**config.mk**
```make
export PLATFORM = sky130hd
export DESIGN_NAME = utf8_stream_decoder_flat
export DESIGN_NICKNAME = d
export VERILOG_FILES = /design/src/rtl/core/utf8d_pkg.sv /design/src/rtl/core/utf8d_if.sv /design/src/rtl/core/utf8d_front.sv /design/src/rtl/core/utf8d_queue.sv /design/src/rtl/core/utf8d_back.sv /design/src/rtl/core/utf8_stream_decoder.sv /design/src/flat_wrapper.sv
export SDC_FILE = /design/constraint.sdc
export NUM_CORES = 1
export LEC_CHECK = 0
export BUFFER_PORTS_ARGS = -buffer_cell sky130_fd_sc_hd__buf_2
export CORE_MARGIN = 10
export CORE_UTILIZATION = 25
export CTS_CLUSTER_SIZE = 30
export DETAILED_ROUTE_END_ITERATION = 7
export HOLD_SLACK_MARGIN = 0.1
export PLACE_DENSITY = 0.43
export SLEW_MARGIN = 10
export SYNTH_ARGS = -nofsm -noshare
export SYNTH_HDL_FRONTEND = slang
export SYNTH_SLANG_ARGS = --single-unit
export TNS_END_PERCENT = 100
```
**constraint.sdc**
```tcl
create_clock -name clock -period 4.8 [get_ports clock]
set_input_delay 0.24 -clock clock [delete_from_list [all_inputs] [get_ports clock]]
set_output_delay 0.24 -clock clock [all_outputs]
set_load 0.05 [all_outputs]
```
**src/rtl/core/utf8d_pkg.sv**
```systemverilog
// ----------------------------------------------------------------------------
// UTF-8 stream decoder package
// Shared widths, result kinds, the queue entry type and the lead-byte decode.
// ----------------------------------------------------------------------------
`default_nettype none

package utf8d_pkg;

   localparam int BYTE_WIDTH      = 8;
   localparam int CP_WIDTH        = 31;
   localparam int KIND_WIDTH      = 2;
   localparam int PENDING_WIDTH   = 3;
   localparam int QUEUE_DEPTH     = 4;
   localparam int QUEUE_PTR_WIDTH = $clog2(QUEUE_DEPTH);
   localparam int QUEUE_CNT_WIDTH = $clog2(QUEUE_DEPTH + 1);

   localparam logic [KIND_WIDTH-1:0] KIND_VALID   = 2'd0;
   localparam logic [KIND_WIDTH-1:0] KIND_INVALID = 2'd1;
   localparam logic [KIND_WIDTH-1:0] KIND_END     = 2'd2;

   localparam logic [PENDING_WIDTH-1:0] MAX_PENDING = 3'd5;

   // One accepted item's worth of results: an optional invalid result for an
   // interrupted sequence, then an optional main result.
   typedef struct packed {
      logic                  first_inv;
      logic                  has_main;
      logic [KIND_WIDTH-1:0] kind;
      logic [CP_WIDTH-1:0]   code_point;
   } entry_type;

   // Number of continuation bytes announced by a lead byte C0..FD.
   function automatic logic [PENDING_WIDTH-1:0] lead_length(input logic [BYTE_WIDTH-1:0] b);
      logic [PENDING_WIDTH-1:0] n;
      begin
         if (b[5] == 1'b0) begin
            n = 3'd1;
         end else if (b[4] == 1'b0) begin
            n = 3'd2;
         end else if (b[3] == 1'b0) begin
            n = 3'd3;
         end else if (b[2] == 1'b0) begin
            n = 3'd4;
         end else begin
            n = 3'd5;
         end
         return n;
      end
   endfunction

   // Payload bits that a lead byte seeds into the accumulator.
   function automatic logic [CP_WIDTH-1:0] lead_payload(input logic [BYTE_WIDTH-1:0] b,
                                                        input logic [PENDING_WIDTH-1:0] n);
      logic [5:0] mask;
      begin
         mask = 6'h3F >> n;
         return {{(CP_WIDTH-6){1'b0}}, b[5:0] & mask};
      end
   endfunction

endpackage

`default_nettype wire

```
**src/rtl/core/utf8d_if.sv**
```systemverilog
// ----------------------------------------------------------------------------
// UTF-8 stream decoder channels
// Valid/ready channels for input bytes and decoded results.
// ----------------------------------------------------------------------------
`default_nettype none

interface utf8d_req_if
   import utf8d_pkg::*;
   ();
   logic                  valid;
   logic                  ready;
   logic [BYTE_WIDTH-1:0] data_byte;
   logic                  stream_end;

   modport source (output valid, output data_byte, output stream_end, input ready);
   modport sink   (input valid, input data_byte, input stream_end, output ready);
endinterface

interface utf8d_rsp_if
   import utf8d_pkg::*;
   ();
   logic                  valid;
   logic                  ready;
   logic [CP_WIDTH-1:0]   code_point;
   logic [KIND_WIDTH-1:0] kind;
   logic                  last;

   modport source (output valid, output code_point, output kind, output last, input ready);
   modport sink   (input valid, input code_point, input kind, input last, output ready);
endinterface

`default_nettype wire

```
**src/rtl/core/utf8d_front.sv**
```systemverilog
// ----------------------------------------------------------------------------
// UTF-8 decoder front end
// Accepts bytes, tracks the open sequence and classifies each beat.
// ----------------------------------------------------------------------------
`default_nettype none

module utf8d_front
   import utf8d_pkg::*;
(
   input  wire logic                  clock,
   input  wire logic                  reset,
   input  wire logic                  csr_write_enable,
   input  wire logic                  csr_write_data,
   input  wire logic                  in_valid,
   output      logic                  in_ready,
   input  wire logic [BYTE_WIDTH-1:0] in_byte,
   input  wire logic                  in_end,
   input  wire logic                  queue_full,
   output      logic                  push,
   output      entry_type             push_entry
);

   logic                     decode_ff, decode_in;
   logic [PENDING_WIDTH-1:0] pending_ff, pending_in;
   logic [CP_WIDTH-1:0]      partial_ff, partial_in;

   logic                     accept;
   logic                     is_cont;
   logic                     open_seq;
   logic [CP_WIDTH-1:0]      shifted;
   logic [PENDING_WIDTH-1:0] lead_n;
   entry_type                entry;

   assign in_ready = !queue_full;
   assign accept   = in_valid && in_ready;
   assign is_cont  = (in_byte[7:6] == 2'b10);
   assign open_seq = (pending_ff != '0);
   assign shifted  = {partial_ff[CP_WIDTH-7:0], in_byte[5:0]};
   assign lead_n   = lead_length(in_byte);

   always_comb begin
      entry      = '0;
      pending_in = pending_ff;
      partial_in = partial_ff;
      if (in_end) begin
         entry.first_inv = open_seq;
         entry.has_main  = 1'b1;
         entry.kind      = KIND_END;
         pending_in      = '0;
         partial_in      = '0;
      end else if (!decode_ff) begin
         entry.first_inv  = open_seq;
         entry.has_main   = 1'b1;
         entry.kind       = KIND_VALID;
         entry.code_point = {{(CP_WIDTH-BYTE_WIDTH){1'b0}}, in_byte};
         pending_in       = '0;
         partial_in       = '0;
      end else if (open_seq && is_cont) begin
         pending_in = pending_ff - 3'd1;
         if (pending_ff == 3'd1) begin
            entry.has_main   = 1'b1;
            entry.kind       = KIND_VALID;
            entry.code_point = shifted;
            partial_in       = '0;
         end else begin
            partial_in = shifted;
         end
      end else begin
         // A non-continuation byte closes any open sequence, then starts over.
         entry.first_inv = open_seq;
         pending_in      = '0;
         partial_in      = '0;
         if (in_byte[7] == 1'b0) begin
            entry.has_main   = 1'b1;
            entry.kind       = KIND_VALID;
            entry.code_point = {{(CP_WIDTH-BYTE_WIDTH){1'b0}}, in_byte};
         end else if (in_byte[6] == 1'b0 || in_byte[7:1] == 7'h7F) begin
            entry.has_main = 1'b1;
            entry.kind     = KIND_INVALID;
         end else begin
            pending_in = lead_n;
            partial_in = lead_payload(in_byte, lead_n);
         end
      end
   end

   assign decode_in  = csr_write_enable ? csr_write_data : decode_ff;
   assign push       = accept && (entry.first_inv || entry.has_main);
   assign push_entry = entry;

   always_ff @(posedge clock) begin
      if (reset) begin
         decode_ff  <= 1'b1;
         pending_ff <= '0;
         partial_ff <= '0;
      end else begin
         decode_ff <= decode_in;
         if (accept) begin
            pending_ff <= pending_in;
            partial_ff <= partial_in;
         end
      end
   end

`ifndef NO_ASSERTIONS
   a_pending_range : assert property (@(posedge clock) disable iff (reset)
      pending_ff <= MAX_PENDING)
      else $error("continuation count out of range");

   a_idle_partial_clear : assert property (@(posedge clock) disable iff (reset)
      pending_ff == '0 |-> partial_ff == '0)
      else $error("accumulator not cleared with no sequence open");
`endif

endmodule

`default_nettype wire

```
**src/rtl/core/utf8d_queue.sv**
```systemverilog
// ----------------------------------------------------------------------------
// UTF-8 decoder entry queue
// Short FIFO of classified beats between the front and back ends.
// ----------------------------------------------------------------------------
`default_nettype none

module utf8d_queue
   import utf8d_pkg::*;
(
   input  wire logic      clock,
   input  wire logic      reset,
   input  wire logic      push,
   input  wire entry_type push_entry,
   input  wire logic      pop,
   output      logic      full,
   output      logic      not_empty,
   output      entry_type head
);

   entry_type                  slots_ff [QUEUE_DEPTH];
   logic [QUEUE_PTR_WIDTH-1:0] wr_ptr_ff, wr_ptr_in;
   logic [QUEUE_PTR_WIDTH-1:0] rd_ptr_ff, rd_ptr_in;
   logic [QUEUE_CNT_WIDTH-1:0] count_ff, count_in;

   assign full      = (count_ff == QUEUE_CNT_WIDTH'(QUEUE_DEPTH));
   assign not_empty = (count_ff != '0);
   assign head      = slots_ff[rd_ptr_ff];

   assign wr_ptr_in = push ? wr_ptr_ff + 1'b1 : wr_ptr_ff;
   assign rd_ptr_in = pop  ? rd_ptr_ff + 1'b1 : rd_ptr_ff;

   always_comb begin
      count_in = count_ff;
      if (push && !pop) begin
         count_in = count_ff + 1'b1;
      end else if (pop && !push) begin
         count_in = count_ff - 1'b1;
      end
   end

   always_ff @(posedge clock) begin
      if (push) begin
         slots_ff[wr_ptr_ff] <= push_entry;
      end
   end

   always_ff @(posedge clock) begin
      if (reset) begin
         wr_ptr_ff <= '0;
         rd_ptr_ff <= '0;
         count_ff  <= '0;
      end else begin
         wr_ptr_ff <= wr_ptr_in;
         rd_ptr_ff <= rd_ptr_in;
         count_ff  <= count_in;
      end
   end

`ifndef NO_ASSERTIONS
   a_no_overflow : assert property (@(posedge clock) disable iff (reset)
      full |-> !push)
      else $error("push into a full queue");

   a_no_underflow : assert property (@(posedge clock) disable iff (reset)
      !not_empty |-> !pop)
      else $error("pop from an empty queue");
`endif

endmodule

`default_nettype wire

```
**src/rtl/core/utf8d_back.sv**
```systemverilog
// ----------------------------------------------------------------------------
// UTF-8 decoder back end
// Expands queue entries into one or two result beats in an output register.
// ----------------------------------------------------------------------------
`default_nettype none

module utf8d_back
   import utf8d_pkg::*;
(
   input  wire logic                  clock,
   input  wire logic                  reset,
   input  wire logic                  not_empty,
   input  wire entry_type             head,
   output      logic                  pop,
   output      logic                  out_valid,
   input  wire logic                  out_ready,
   output      logic [CP_WIDTH-1:0]   out_code_point,
   output      logic [KIND_WIDTH-1:0] out_kind,
   output      logic                  out_last
);

   logic                  valid_ff, valid_in;
   logic                  second_ff, second_in;
   logic [CP_WIDTH-1:0]   cp_ff, cp_in;
   logic [KIND_WIDTH-1:0] kind_ff, kind_in;
   logic                  last_ff, last_in;
   logic                  load;
   logic                  split;

   // The output register takes a new beat whenever it is empty or being drained.
   assign load  = !valid_ff || out_ready;
   assign split = head.first_inv && head.has_main && !second_ff;

   always_comb begin
      valid_in  = valid_ff;
      second_in = second_ff;
      cp_in     = cp_ff;
      kind_in   = kind_ff;
      last_in   = last_ff;
      pop       = 1'b0;
      if (load) begin
         valid_in = not_empty;
         if (not_empty) begin
            if (split) begin
               cp_in     = '0;
               kind_in   = KIND_INVALID;
               last_in   = 1'b0;
               second_in = 1'b1;
            end else begin
               pop       = 1'b1;
               second_in = 1'b0;
               last_in   = 1'b1;
               if (head.has_main) begin
                  cp_in   = head.code_point;
                  kind_in = head.kind;
               end else begin
                  cp_in   = '0;
                  kind_in = KIND_INVALID;
               end
            end
         end
      end
   end

   always_ff @(posedge clock) begin
      cp_ff   <= cp_in;
      kind_ff <= kind_in;
      last_ff <= last_in;
   end

   always_ff @(posedge clock) begin
      if (reset) begin
         valid_ff  <= 1'b0;
         second_ff <= 1'b0;
      end else begin
         valid_ff  <= valid_in;
         second_ff <= second_in;
      end
   end

   assign out_valid      = valid_ff;
   assign out_code_point = cp_ff;
   assign out_kind       = kind_ff;
   assign out_last       = last_ff;

`ifndef NO_ASSERTIONS
   a_first_of_two_invalid : assert property (@(posedge clock) disable iff (reset)
      valid_ff && !last_ff |-> kind_ff == KIND_INVALID && cp_ff == '0)
      else $error("leading beat of a pair is not an invalid result");

   a_second_follows_split : assert property (@(posedge clock) disable iff (reset)
      second_ff |-> valid_ff && !last_ff)
      else $error("second half pending without the first beat held");
`endif

endmodule

`default_nettype wire

```
**src/rtl/core/utf8_stream_decoder.sv**
```systemverilog
// ----------------------------------------------------------------------------
// UTF-8 stream decoder
// Decodes a byte stream in six-byte UTF-8 into 31-bit code points.
// ----------------------------------------------------------------------------
// The req channel carries one byte per beat, or an end-of-stream mark with
// stream_end set. The rsp channel returns code_point, kind (valid, invalid or
// end) and last, which flags the final result caused by one request beat.
// A request beat gives zero, one or two result beats; lead and middle bytes of
// a sequence give none. csr_write_enable/csr_write_data set raw mode (0) or
// decoding (1); the user must write them only while the block is idle, as the
// block does not enforce it. One request beat is accepted per cycle while the
// four-entry queue between the classifier and the output stage has room. A
// beat's first result passes through the queue, then the output register, which
// issues one result per cycle while the receiver is ready; pairs go in turn.
// Reset sets decoding mode, closes any open sequence and empties the queue
// and output register. When the receiver stalls the output register holds
// its beat, the queue fills and req.ready drops once it is full.
// ----------------------------------------------------------------------------
`default_nettype none

module utf8_stream_decoder
   import utf8d_pkg::*;
(
   input  wire logic   clock,
   input  wire logic   reset,
   input  wire logic   csr_write_enable,
   input  wire logic   csr_write_data,
   utf8d_req_if.sink   req_bus,
   utf8d_rsp_if.source rsp_bus
);

   logic      queue_full;
   logic      queue_not_empty;
   logic      push;
   logic      pop;
   entry_type push_entry;
   entry_type head;

   utf8d_front u_front (
      .clock            (clock),
      .reset            (reset),
      .csr_write_enable (csr_write_enable),
      .csr_write_data   (csr_write_data),
      .in_valid         (req_bus.valid),
      .in_ready         (req_bus.ready),
      .in_byte          (req_bus.data_byte),
      .in_end           (req_bus.stream_end),
      .queue_full       (queue_full),
      .push             (push),
      .push_entry       (push_entry)
   );

   utf8d_queue u_queue (
      .clock      (clock),
      .reset      (reset),
      .push       (push),
      .push_entry (push_entry),
      .pop        (pop),
      .full       (queue_full),
      .not_empty  (queue_not_empty),
      .head       (head)
   );

   utf8d_back u_back (
      .clock          (clock),
      .reset          (reset),
      .not_empty      (queue_not_empty),
      .head           (head),
      .pop            (pop),
      .out_valid      (rsp_bus.valid),
      .out_ready      (rsp_bus.ready),
      .out_code_point (rsp_bus.code_point),
      .out_kind       (rsp_bus.kind),
      .out_last       (rsp_bus.last)
   );

endmodule

`default_nettype wire

```
**src/flat_wrapper.sv**
```systemverilog
// flat-port wrapper written by rule: the top's interface ports become plain ports
module utf8_stream_decoder_flat import utf8d_pkg::*;
  (clock, reset, csr_write_enable, csr_write_data, req_bus_valid, req_bus_data_byte, req_bus_stream_end, req_bus_ready, rsp_bus_valid, rsp_bus_code_point, rsp_bus_kind, rsp_bus_last, rsp_bus_ready);
  utf8d_req_if req_bus_i ();
  utf8d_rsp_if rsp_bus_i ();
  input  wire logic clock;
  input  wire logic reset;
  input  wire logic csr_write_enable;
  input  wire logic csr_write_data;
  input wire logic [$bits(req_bus_i.valid)-1:0] req_bus_valid;
  input wire logic [$bits(req_bus_i.data_byte)-1:0] req_bus_data_byte;
  input wire logic [$bits(req_bus_i.stream_end)-1:0] req_bus_stream_end;
  output wire logic [$bits(req_bus_i.ready)-1:0] req_bus_ready;
  output wire logic [$bits(rsp_bus_i.valid)-1:0] rsp_bus_valid;
  output wire logic [$bits(rsp_bus_i.code_point)-1:0] rsp_bus_code_point;
  output wire logic [$bits(rsp_bus_i.kind)-1:0] rsp_bus_kind;
  output wire logic [$bits(rsp_bus_i.last)-1:0] rsp_bus_last;
  input wire logic [$bits(rsp_bus_i.ready)-1:0] rsp_bus_ready;
  assign req_bus_i.valid = req_bus_valid;
  assign req_bus_i.data_byte = req_bus_data_byte;
  assign req_bus_i.stream_end = req_bus_stream_end;
  assign req_bus_ready = req_bus_i.ready;
  assign rsp_bus_valid = rsp_bus_i.valid;
  assign rsp_bus_code_point = rsp_bus_i.code_point;
  assign rsp_bus_kind = rsp_bus_i.kind;
  assign rsp_bus_last = rsp_bus_i.last;
  assign rsp_bus_i.ready = rsp_bus_ready;
  utf8_stream_decoder u_core (.clock(clock), .reset(reset), .csr_write_enable(csr_write_enable), .csr_write_data(csr_write_data), .req_bus(req_bus_i), .rsp_bus(rsp_bus_i));
endmodule
```
Word level (Yosys, flattened, before mapping)
Memory sizes are Yosys's and may differ from the RTL's. A register that Yosys moved wholly into a read port is not among the register bits.
Index checks and enable logic that the tools add are counted.
{"block": "totals", "rom_bits": 0, "inputBits": 15, "mem_count": 1, "ram_bits": 140, "reg_bits": 72, "latchBits": 0}
{"block": "classes", "n_reduce_logical": 20, "n_eq_ne": 4, "muxes": 34, "n_div": 0, "shifts": 1, "n_lt_le_gt_ge": 0, "multipliers": 0, "addsub": 5, "bitwise": 3}
{"memory": "u_core.u_queue.slots_ff", "words": 4, "width": 35, "rd": 1, "rd_ports_with_merged_regs": 1, "write_ports": 1, "line_no": "utf8d_queue.sv:20", "text": "entry_type slots_ff [QUEUE_DEPTH];"}
{"operator": "25-bit two-way mux", "n": 4}
{"operator": "34-bit two-way mux", "n": 2}
{"operator": "3-bit two-way mux", "n": 12}
{"operator": "35-bit two-way mux", "n": 1}
{"operator": "31-bit two-way mux", "n": 1}
{"operator": "6-bit two-way mux", "n": 2}
{"operator": "1-bit two-way mux", "n": 8}
{"operator": "7-bit == test (second input constant)", "n": 1}
{"operator": "1-bit logical AND", "n": 7}
{"operator": "7-bit two-way mux", "n": 1}
{"operator": "6-bit bitwise AND", "n": 1}
{"operator": "3-bit nonzero test", "n": 2}
{"operator": "6-bit by 3-bit >> shifter with 6-bit output (first input constant)", "n": 1}
{"operator": "3-bit by 1-bit subtractor with 3-bit output (second input constant)", "n": 2}
{"operator": "1-bit logical NOT", "n": 5}
{"operator": "2-bit by 1-bit adder with 2-bit output (second input constant)", "n": 2}
{"operator": "2-bit two-way mux", "n": 2}
{"operator": "4-bit two-way mux", "n": 1}
{"operator": "3-bit by 1-bit adder with 3-bit output (second input constant)", "n": 1}
{"operator": "3-bit by 1-bit == test with 1-bit output (second input constant)", "n": 1}
{"operator": "3-bit == test (second input constant)", "n": 1}
{"operator": "1-bit logical OR", "n": 3}
{"operator": "2-bit == test (second input constant)", "n": 1}
{"operator": "1-bit NOT", "n": 2}
{"operator": "other kinds (3)", "n": 3}

Logic depth before layout (Yosys ltp)
Gate-level depths: netlist (run 1).
{"block": "depth", "depth_word": 13, "depth_mapped": 11, "ltp_nobuf": 11}

Modules after synthesis
Synthesis (run 1) repeated with hierarchy kept, for this count alone.
{"block": "hier_totals", "hier_cells": 496, "area_unflattened_um2": 8504.4}
{"module": "utf8d_queue", "area_each_um2": 5532.8, "cells_per_inst": 227, "seq_area_each_um2": 4384.2, "instances": 1}
{"module": "utf8d_front", "area_each_um2": 1562.7, "cells_per_inst": 186, "seq_area_each_um2": 580.6, "instances": 1}
{"module": "utf8d_back", "area_each_um2": 1408.9, "cells_per_inst": 83, "seq_area_each_um2": 1061.0, "instances": 1}

Worst setup path before layout (run 1)
No wires, ideal clock.
{"block": "synth_path", "path_type": "register to register", "from": "reg u_core.u_back.valid_ff (netlist: u_core.u_back.out_valid)", "to": "reg u_core.u_queue.count_ff[2]", "arrival_ns": 3.588, "required_time_ns": 4.730, "setup_time_ns": 0.070, "path_stages_with_launch": 9, "n_path_buf": 0, "period_less_slack_ns": 3.658, "setup_slack_ns": 1.142, "path_cell_list": "dfxtp_1 a21oi_1 nand2_1 ha_1 inv_1 fa_1 xor2_1 or3_1 a21oi_1"}
{"block": "synth_via", "elab_chain_cells": 6}
{"element": "start, declared", "line_no": "utf8d_back.sv:22", "text": "logic valid_ff, valid_in;"}
{"element": "start signal, assigned", "line_no": "utf8d_back.sv:76", "text": "valid_ff <= valid_in;"}
{"element": "1-bit logical NOT (*)", "line_no": "utf8d_back.sv:31", "text": "assign load = !valid_ff || out_ready;"}
{"element": "1-bit logical OR (*)", "line_no": "utf8d_back.sv:31"}
{"element": "1-bit two-way mux (*)", "line_no": "utf8d_back.sv:41", "text": "if (load) begin"}
{"element": "1-bit logical NOT", "line_no": "utf8d_queue.sv:34", "text": "if (push && !pop) begin"}
{"element": "1-bit logical AND", "line_no": "utf8d_queue.sv:34"}
{"element": "3-bit two-way mux or 2-bit nonzero test (tied branches)"}
{"element": "end signal, assigned", "line_no": "utf8d_queue.sv:55", "text": "count_ff <= count_in;"}
{"element": "end, declared", "line_no": "utf8d_queue.sv:23", "text": "logic [QUEUE_CNT_WIDTH-1:0] count_ff, count_in;"}
Mark *: on every way between the ends. The rest lies on a longest branch, timed or not.
A chain may end at the register's enable or synchronous reset.

==> results of run 1 <==
-- power groups by stage --
| stage | registers [mW] | logic [mW] | clock network (mW) |
|---|---|---|---|
| 6_report | 2.47 | 1.55 | 1.85 |
| 5_1_grt | 2.50 | 1.68 | 1.99 |
| 4_1_cts | 2.48 | 1.60 | 1.92 |
| 3_3_place_gp | 2.50 | 1.57 | 0 |
| 2_1_floorplan | 3.03 | 0.637 | 0 |
| 3_5_place_dp | 2.51 | 1.59 | 0 |
-- path summary, 6_finish.rpt --
| path | to | depth (start not counted) | startpoint | slack [ps] |
|---|---|---|---|---|
| setup / recovery | u_core.u_queue.count_ff[2] | 10 | register | 1520 |
| hold / removal | u_core.u_front.partial_ff[4] | 3 | req_bus_data_byte[5] | 170 |
| setup reg to reg | u_core.u_queue.count_ff[2] | 10 | register | 1520 |
| hold reg to reg | u_core.u_front.pending_ff[1] | 1 | u_core.u_front.pending_ff[1] | 480 |
-- stage by stage --
stage	utilization [%]	worst slack [ps]	cell area (sq um)	hold WS, ps
after floorplan	-	1142	8406	338.9
after global placement	27.53	1507	9184	449.3
after detailed placement	27.53	1425	9184	446.2
after CTS	30.23	1416	10090	143.4
after global routing	30.23	1244	10090	179.6
final	30.23	1519	10090	168.5
-- synthesized netlist by cell type (2+ instances only) --
cell	n	area, sq um
edfxtp_1	174	5225
dfxtp_1	40	800.8
and2_1	35	219.0
mux4_2	35	788.3
and3_1	33	206.5
nor2_1	33	123.9
clkbuf_1	22	82.58
a32oi_1	20	175.2
nand2_1	14	52.55
inv_1	10	37.54
a21oi_1	8	40.04
ha_1	8	100.1
nand3_1	7	35.03
nand2b_1	5	31.28
nor2b_1	5	31.28
a32o_1	4	40.04
a22o_1	3	26.28
buf_2	3	15.01
mux2_2	3	33.78
nor3_1	3	15.01
o21ai_0	3	15.01
or3_1	3	18.77
buf_6	2	22.52
mux2i_1	2	20.02
xor2_1	2	17.52
-- what timing repair did --
action / CTS / global route
hold endpoints to repair: 11 / 0
resized for setup: 0 / 0
hold buffers: 9 / 0
-- metal layers --
layer / vias to the layer above / track usage, %
met5: - / 0
met4: 0 / 3.038
met3: 26 / 1.618
met2: 99 / 14.72
met1: 2271 / 11.78
li1: 2096 / -
-- worst max-delay path, delay by kind of cell, from the launching register on --
kind,cells,cell delay (ps)
xor+xnor,1,170
buf+inv,2,530
mux,1,750
fa+ha+maj,2,610
simple gates,3,650
compound gates,1,150
flops,1,300
-- final cells by class --
cell class / count / area [sq um]
Fill cell: 3370 / 23280
Sequential cell: 214 / 6027
Multi-Input combinational cell: 248 / 2233
Clock buffer: 28 / 636.9
Tap cell: 448 / 560.5
Timing Repair Buffer: 69 / 415.4
Clock inverter: 18 / 175.2
Inverter: 10 / 37.54
-- cell families after synthesis --
kind of cell / after synthesis / share of synthesized area, %
AO/OA/AOI/OAI: 49 / 4.883
XOR/XNOR: 2 / 0.2084
AND/OR/NAND/NOR: 148 / 9.839
buffers and inverters: 38 / 1.935
flip-flops: 214 / 71.69
adder cells (fa/ha/maj): 9 / 1.429
multiplexers: 40 / 10.02
-- registers in the layout, indices dropped and copies added (netlist names), named ones only --
signal and count:
u_core.u_queue.slots_ff 140, u_core.u_back.out_code_point 31, u_core.u_front.partial_ff 25, u_core.u_front.pending_ff 3, u_core.u_queue.count_ff 3, u_core.u_back.out_kind 2
u_core.u_queue.rd_ptr_ff 2, u_core.u_queue.wr_ptr_ff 2, u_core.u_back.out_last 1, u_core.u_back.out_valid 1, u_core.u_back.second_ff 1, u_core.u_front.decode_ff 1
==> metrics.yaml, run 1 <==
grt_usage_pct: 8.988
final_cell_mix: "174 x edfxtp_1, 50 x buf_2, 39 x dfxtp_1"
cp_slowest_cell: "mux4_2"
worst_pin_slew_ps: 771.9
critPathArrivalTime_ps: 3710
die_area_sq_mm: 0.04136
vias: 4492
fmax_mhz: 304.8
numCtsBuffers: 25
finalHoldViolCount: 0
drt_iter0_drc: 267
antenna_found_initial: 0
internal_power_mw: 3.937
power_frac_comb_pct: 26.4
clk_latency_ps: 520
met1_length_mm: 8.446
crit_fanout: 35
status: "completed"
critPathMaxStageDelay_ps: 750
cts_root_buf: "clkbuf_16"
fin_nets: 592
fin_crit_sh_pct: 68.35
clkPwrFrac_pct: 31.6
drtPass1Iterations: 5
top_layer_used: "met4"
p_total_mw: 5.867
start_util_pct: 25.19
maxSlewHeadroom_pct: 48.54
grt_pass1_vias: 4889
htreeDepth: 1
vias_per_cell: 4.340
gr-total-overflow: 0
fin_tns_setup_ps: 0
ys_seq_area_share_pct: 71.69
routed_wl_mm: 18.72
netSwitchingPower_mw: 1.930
antenna_cells: 0
die_x_um: 203.4
hold_path.class: "primary input to register"
ir_drop_mv: 0.2093
ys_ff_latch: 214
drv_cap: 0
criticalPathCategory: "register to register"
die_height_um: 203.4
grt_first_pass_wirelength_mm: 29.16
synthCells: 500
final_cells: 1035
cp_cell_sequence: "buf_4, mux4_2, nand3_2, nand2_1, ha_1, inv_1, fa_1, xor2_1, or3_1, a21oi_1"
wire_per_inst_um: 18.09
seq_power_share_pct: 42.0
post_cts_buffers: 0
maxSlewViolCount: 0
p_sw_share_pct: 32.90
port_buffers: 50
async_flop_share_pct: 0
pin_count: 51
gp_congestion: 0.7169
crit_required_ps: 5230
power.density_mw_per_mm2: 581.7
period_minus_slack_ps: 3281
num_rows: 67
yosysWarnings: 0
leakage_nw: 3.441
synthFlopType: "edfxtp_1"
ys_types: 48
synth-edff-count: 174
grt_max_degree: 40
clockBufferDepth: 3
cts.sinks: 214
endpoint_kind: "register"
routed-wl-met3_um: 849
cts_tree: "yes"
post-dp-hpwl_mm: 11.38
route.met2.wl_mm: 9.012
drc: 0
drive_above_1_share_pct: 25.21
place_inst: 980
syn_to_final_growth_pct: 19.99
startpoint_type: "register"
finalSetupViolations: 0
coreArea_sq_mm: 0.03336
rsz0062_at_grt: "no"
layout_commonest_cell: "edfxtp_1"
syn-num-nets: 524
antenna_left: 0
fin_skew_ps: 12.20
path_clk_slew_ps: 60
syn_area_sq_mm: 0.008406
synth_area_per_cell_sq_um: 16.81
(Power assumes the default switching activity.)
==> run 2, diff against run 1 <==
--- a/config.mk
+++ b/config.mk
@@ -11,7 +11,7 @@
 export CTS_CLUSTER_SIZE = 30
 export DETAILED_ROUTE_END_ITERATION = 7
 export HOLD_SLACK_MARGIN = 0.1
-export PLACE_DENSITY = 0.43
+export PLACE_DENSITY = 0.44
 export SLEW_MARGIN = 10
 export SYNTH_ARGS = -nofsm -noshare
 export SYNTH_HDL_FRONTEND = slang
==> constraint.sdc (replaced) <==
create_clock -name clock -period 2.9 [get_ports clock]
set_input_delay 0.145 -clock clock [delete_from_list [all_inputs] [get_ports clock]]
set_output_delay 0.145 -clock clock [all_outputs]
set_load 0.05 [all_outputs]
==> run 2 against run 1 <==
  * Combinational power is 69% higher
  * Sequential power is 64% higher
  * Core utilization is 0.28 points higher
  * Flip-flop and latch count stayed put
  * Non-clock buffer count is 6 higher
  * Via count is 2.1% higher
  * Die area stayed put
  * Design area is 0.92% higher
  * Sequential share of layout area is 0.54 points lower
  * Final cell count is 0.77% higher
  * Hold slack worse by 15 ps
  * Critical endpoint unchanged
==> metrics.yaml, run 2 (same netlist as run 1, synthesis figures left out) <==
grt_pass1_vias: 4924  # was 4,889
final_cell_mix: "174 x edfxtp_1, 50 x buf_2, 39 x dfxtp_1"  # unchanged
drt_iter0_drc: 254  # was 267
grt_first_pass_wirelength_mm: 29.30  # was 29.16 mm
status: "completed"  # unchanged
antenna_cells: 0  # unchanged
fin_skew_ps: 12.75  # was 12.20 ps
maxSlewViolCount: 0  # unchanged
startpoint_type: "register"  # unchanged
antenna_left: 0  # unchanged
dpl-instance-area_sq_mm: 0.009206  # was 0.009184 sq mm
vias: 4588  # was 4,492
criticalPathCategory: "register to register"  # unchanged
pin_count: 51  # unchanged
routed_wl_mm: 18.88  # was 18.72 mm
fill_cells: 3356  # was 3,370
largest_reg_flops: 140  # unchanged
die_height_um: 203.4  # unchanged
crit_required_ps: 3340  # was 5230 ps
finalSetupViolations: 0  # unchanged
ir_drop_mv: 0.6124  # was 0.2093 mV
crit_fanout: 7  # was 35
coreArea_sq_mm: 0.03336  # unchanged
start_util_pct: 25.19  # unchanged
fmax_mhz: 382.1  # was 304.8 MHz
hold_path.class: "primary input to register"  # unchanged
fin_crit_sh_pct: 90.26  # was 68.35%
syn_to_final_growth_pct: 21.09  # was 19.99%
layout_commonest_cell: "edfxtp_1"  # unchanged
grt_max_degree: 39  # was 40
cts.sinks: 214  # unchanged
rr_startpoint: "u_core.u_front.pending_ff[0]"
numCtsBuffers: 26  # was 25
drtPass1Iterations: 4  # was 5
leakage_nw: 3.508  # was 3.441 nW
grt_usage_pct: 8.992  # was 8.988%
htreeDepth: 1  # unchanged
vias_per_cell: 4.399  # was 4.340
drv_cap: 0  # unchanged
drc: 0  # unchanged
worst_pin_slew_ps: 780.8  # was 771.9 ps
worstHoldStart: "req_bus_data_byte[6]"  # was req_bus_data_byte[5]
cts_root_buf: "clkbuf_16"  # unchanged
critPathArrivalTime_ps: 3060  # was 3710 ps
fin_nets: 599  # was 592
wire_per_inst_um: 18.10  # was 18.09 um
period_minus_slack_ps: 2617  # was 3281 ps
drive_above_1_share_pct: 25.88  # was 25.21%
crit_path_start: "u_core.u_front.pending_ff[0]"
rsz0062_at_grt: "no"  # unchanged
fin_tns_setup_ps: 0  # unchanged
gp_congestion: 0.7264  # was 0.7169
die_x_um: 203.4  # unchanged
regMostFlops: "u_core.u_queue.slots_ff"  # unchanged
port_buffers: 50  # unchanged
endpoint_kind: "register"  # unchanged
clockBufferDepth: 3  # unchanged
clk_latency_ps: 520  # about the same
gr-total-overflow: 0  # unchanged
num_rows: 67  # unchanged
die_area_sq_mm: 0.04136  # unchanged
power.density_mw_per_mm2: 962.2  # was 581.7 mW/mm^2
final_area_sq_mm: 0.01018  # was 0.01009 sq mm
path_clk_slew_ps: 60  # about the same
post_cts_buffers: 0  # unchanged
cts_tree: "yes"  # unchanged
antenna_found_initial: 0  # unchanged
post-dp-hpwl_mm: 11.44  # was 11.38 mm
finalHoldViolCount: 0  # unchanged
maxSlewHeadroom_pct: 47.95  # was 48.54%
## run 2: cell types whose count changed in the layout (fill, tap and decap cells not counted), moves of 2 or more
cell / change
inv_4: +2
clkinvlp_4: -3
inv_6: -2
buf_4: +3
dlygate4sd3_1: +3
clkbuf_8: +5
bufinv_16: -3
clkbuf_1: +4
clkbuf_16: +3
clkinv_1: -4
## run 2: final timing paths
kind	to	slack, ps	depth (start not counted)
max reg2reg	u_core.u_queue.count_ff[2]	280	11
min reg2reg	u_core.u_front.partial_ff[20]	470	2
max	u_core.u_queue.count_ff[2]	280	11
min	u_core.u_queue.slots_ff[3][31]	150	3
## run 2: cell type report
cell class | instances | area, sq um | area share [%]
clock buffers | 40 | 795.8 | 7.818
clock inverters | 8 | 53.80 | 0.5286
inverters | 10 | 37.54 | 0.3688
multi-input cells | 248 | 2236 | 21.97
flip-flops and latches | 214 | 6027 | 59.21
well taps | 448 | 560.5 | 5.507
repair buffers | 75 | 467.9 | 4.597
## run 2: stage by stage
| step | total power [mW] | instances | hold slack (ps) | worst slack (ps) | util, % |
|---|---|---|---|---|---|
| 6_report | 9.794 | 1043 | 153.7 | 282.6 | 30.51 |
| 5_1_grt | 10.26 | 1043 | 171.6 | 102.6 | 30.51 |
| 4_1_cts | 9.970 | 1043 | 139.5 | 188.3 | 30.50 |
| 3_5_place_dp | 6.813 | 983 | 357.1 | 194.0 | 27.59 |
| 3_3_place_gp | 6.773 | 983 | 357.9 | 312.1 | 27.59 |
| 2_1_floorplan | 6.061 | 500 | 243.9 | 302.3 | - |
## run 2: report_power, final
group,total (mW),internal [mW],switching [mW]
clock network,3.12,1.89,1.22
logic,2.62,0.757,1.86
registers,4.06,3.92,0.136
total,9.79,6.57,3.22
## run 2: timing repair
action | CTS | global route
gates resized for setup | 0 | 1
endpoints found under the hold margin | 21 | 0
endpoints found under the setup margin | 0 | 1
hold buffers | 12 | 0
## run 2: critical path, stage by stage (launching register included)
cell and delay [ps]:
dfxtp_1 350, inv_1 70, ha_1 250, nor2b_2 220
nand2_1 80, o311a_2 230, ha_1 200, inv_1 70
fa_1 420, xor2_1 180, or3_1 320, a21oi_1 140
## run 2: layer usage
| layer | routed length (um) | vias up | part of all wire, % | GRT usage (%) |
|---|---|---|---|---|
| met4 | 404 | 0 | 2.1 | 2.238 |
| met3 | 705 | 27 | 3.7 | 1.809 |
| met2 | 9165 | 83 | 49 | 15.02 |
| met1 | 8601 | 2364 | 46 | 11.71 |
| met5 | 0 | - | 0 | 0 |
| li1 | - | 2114 | - | - |
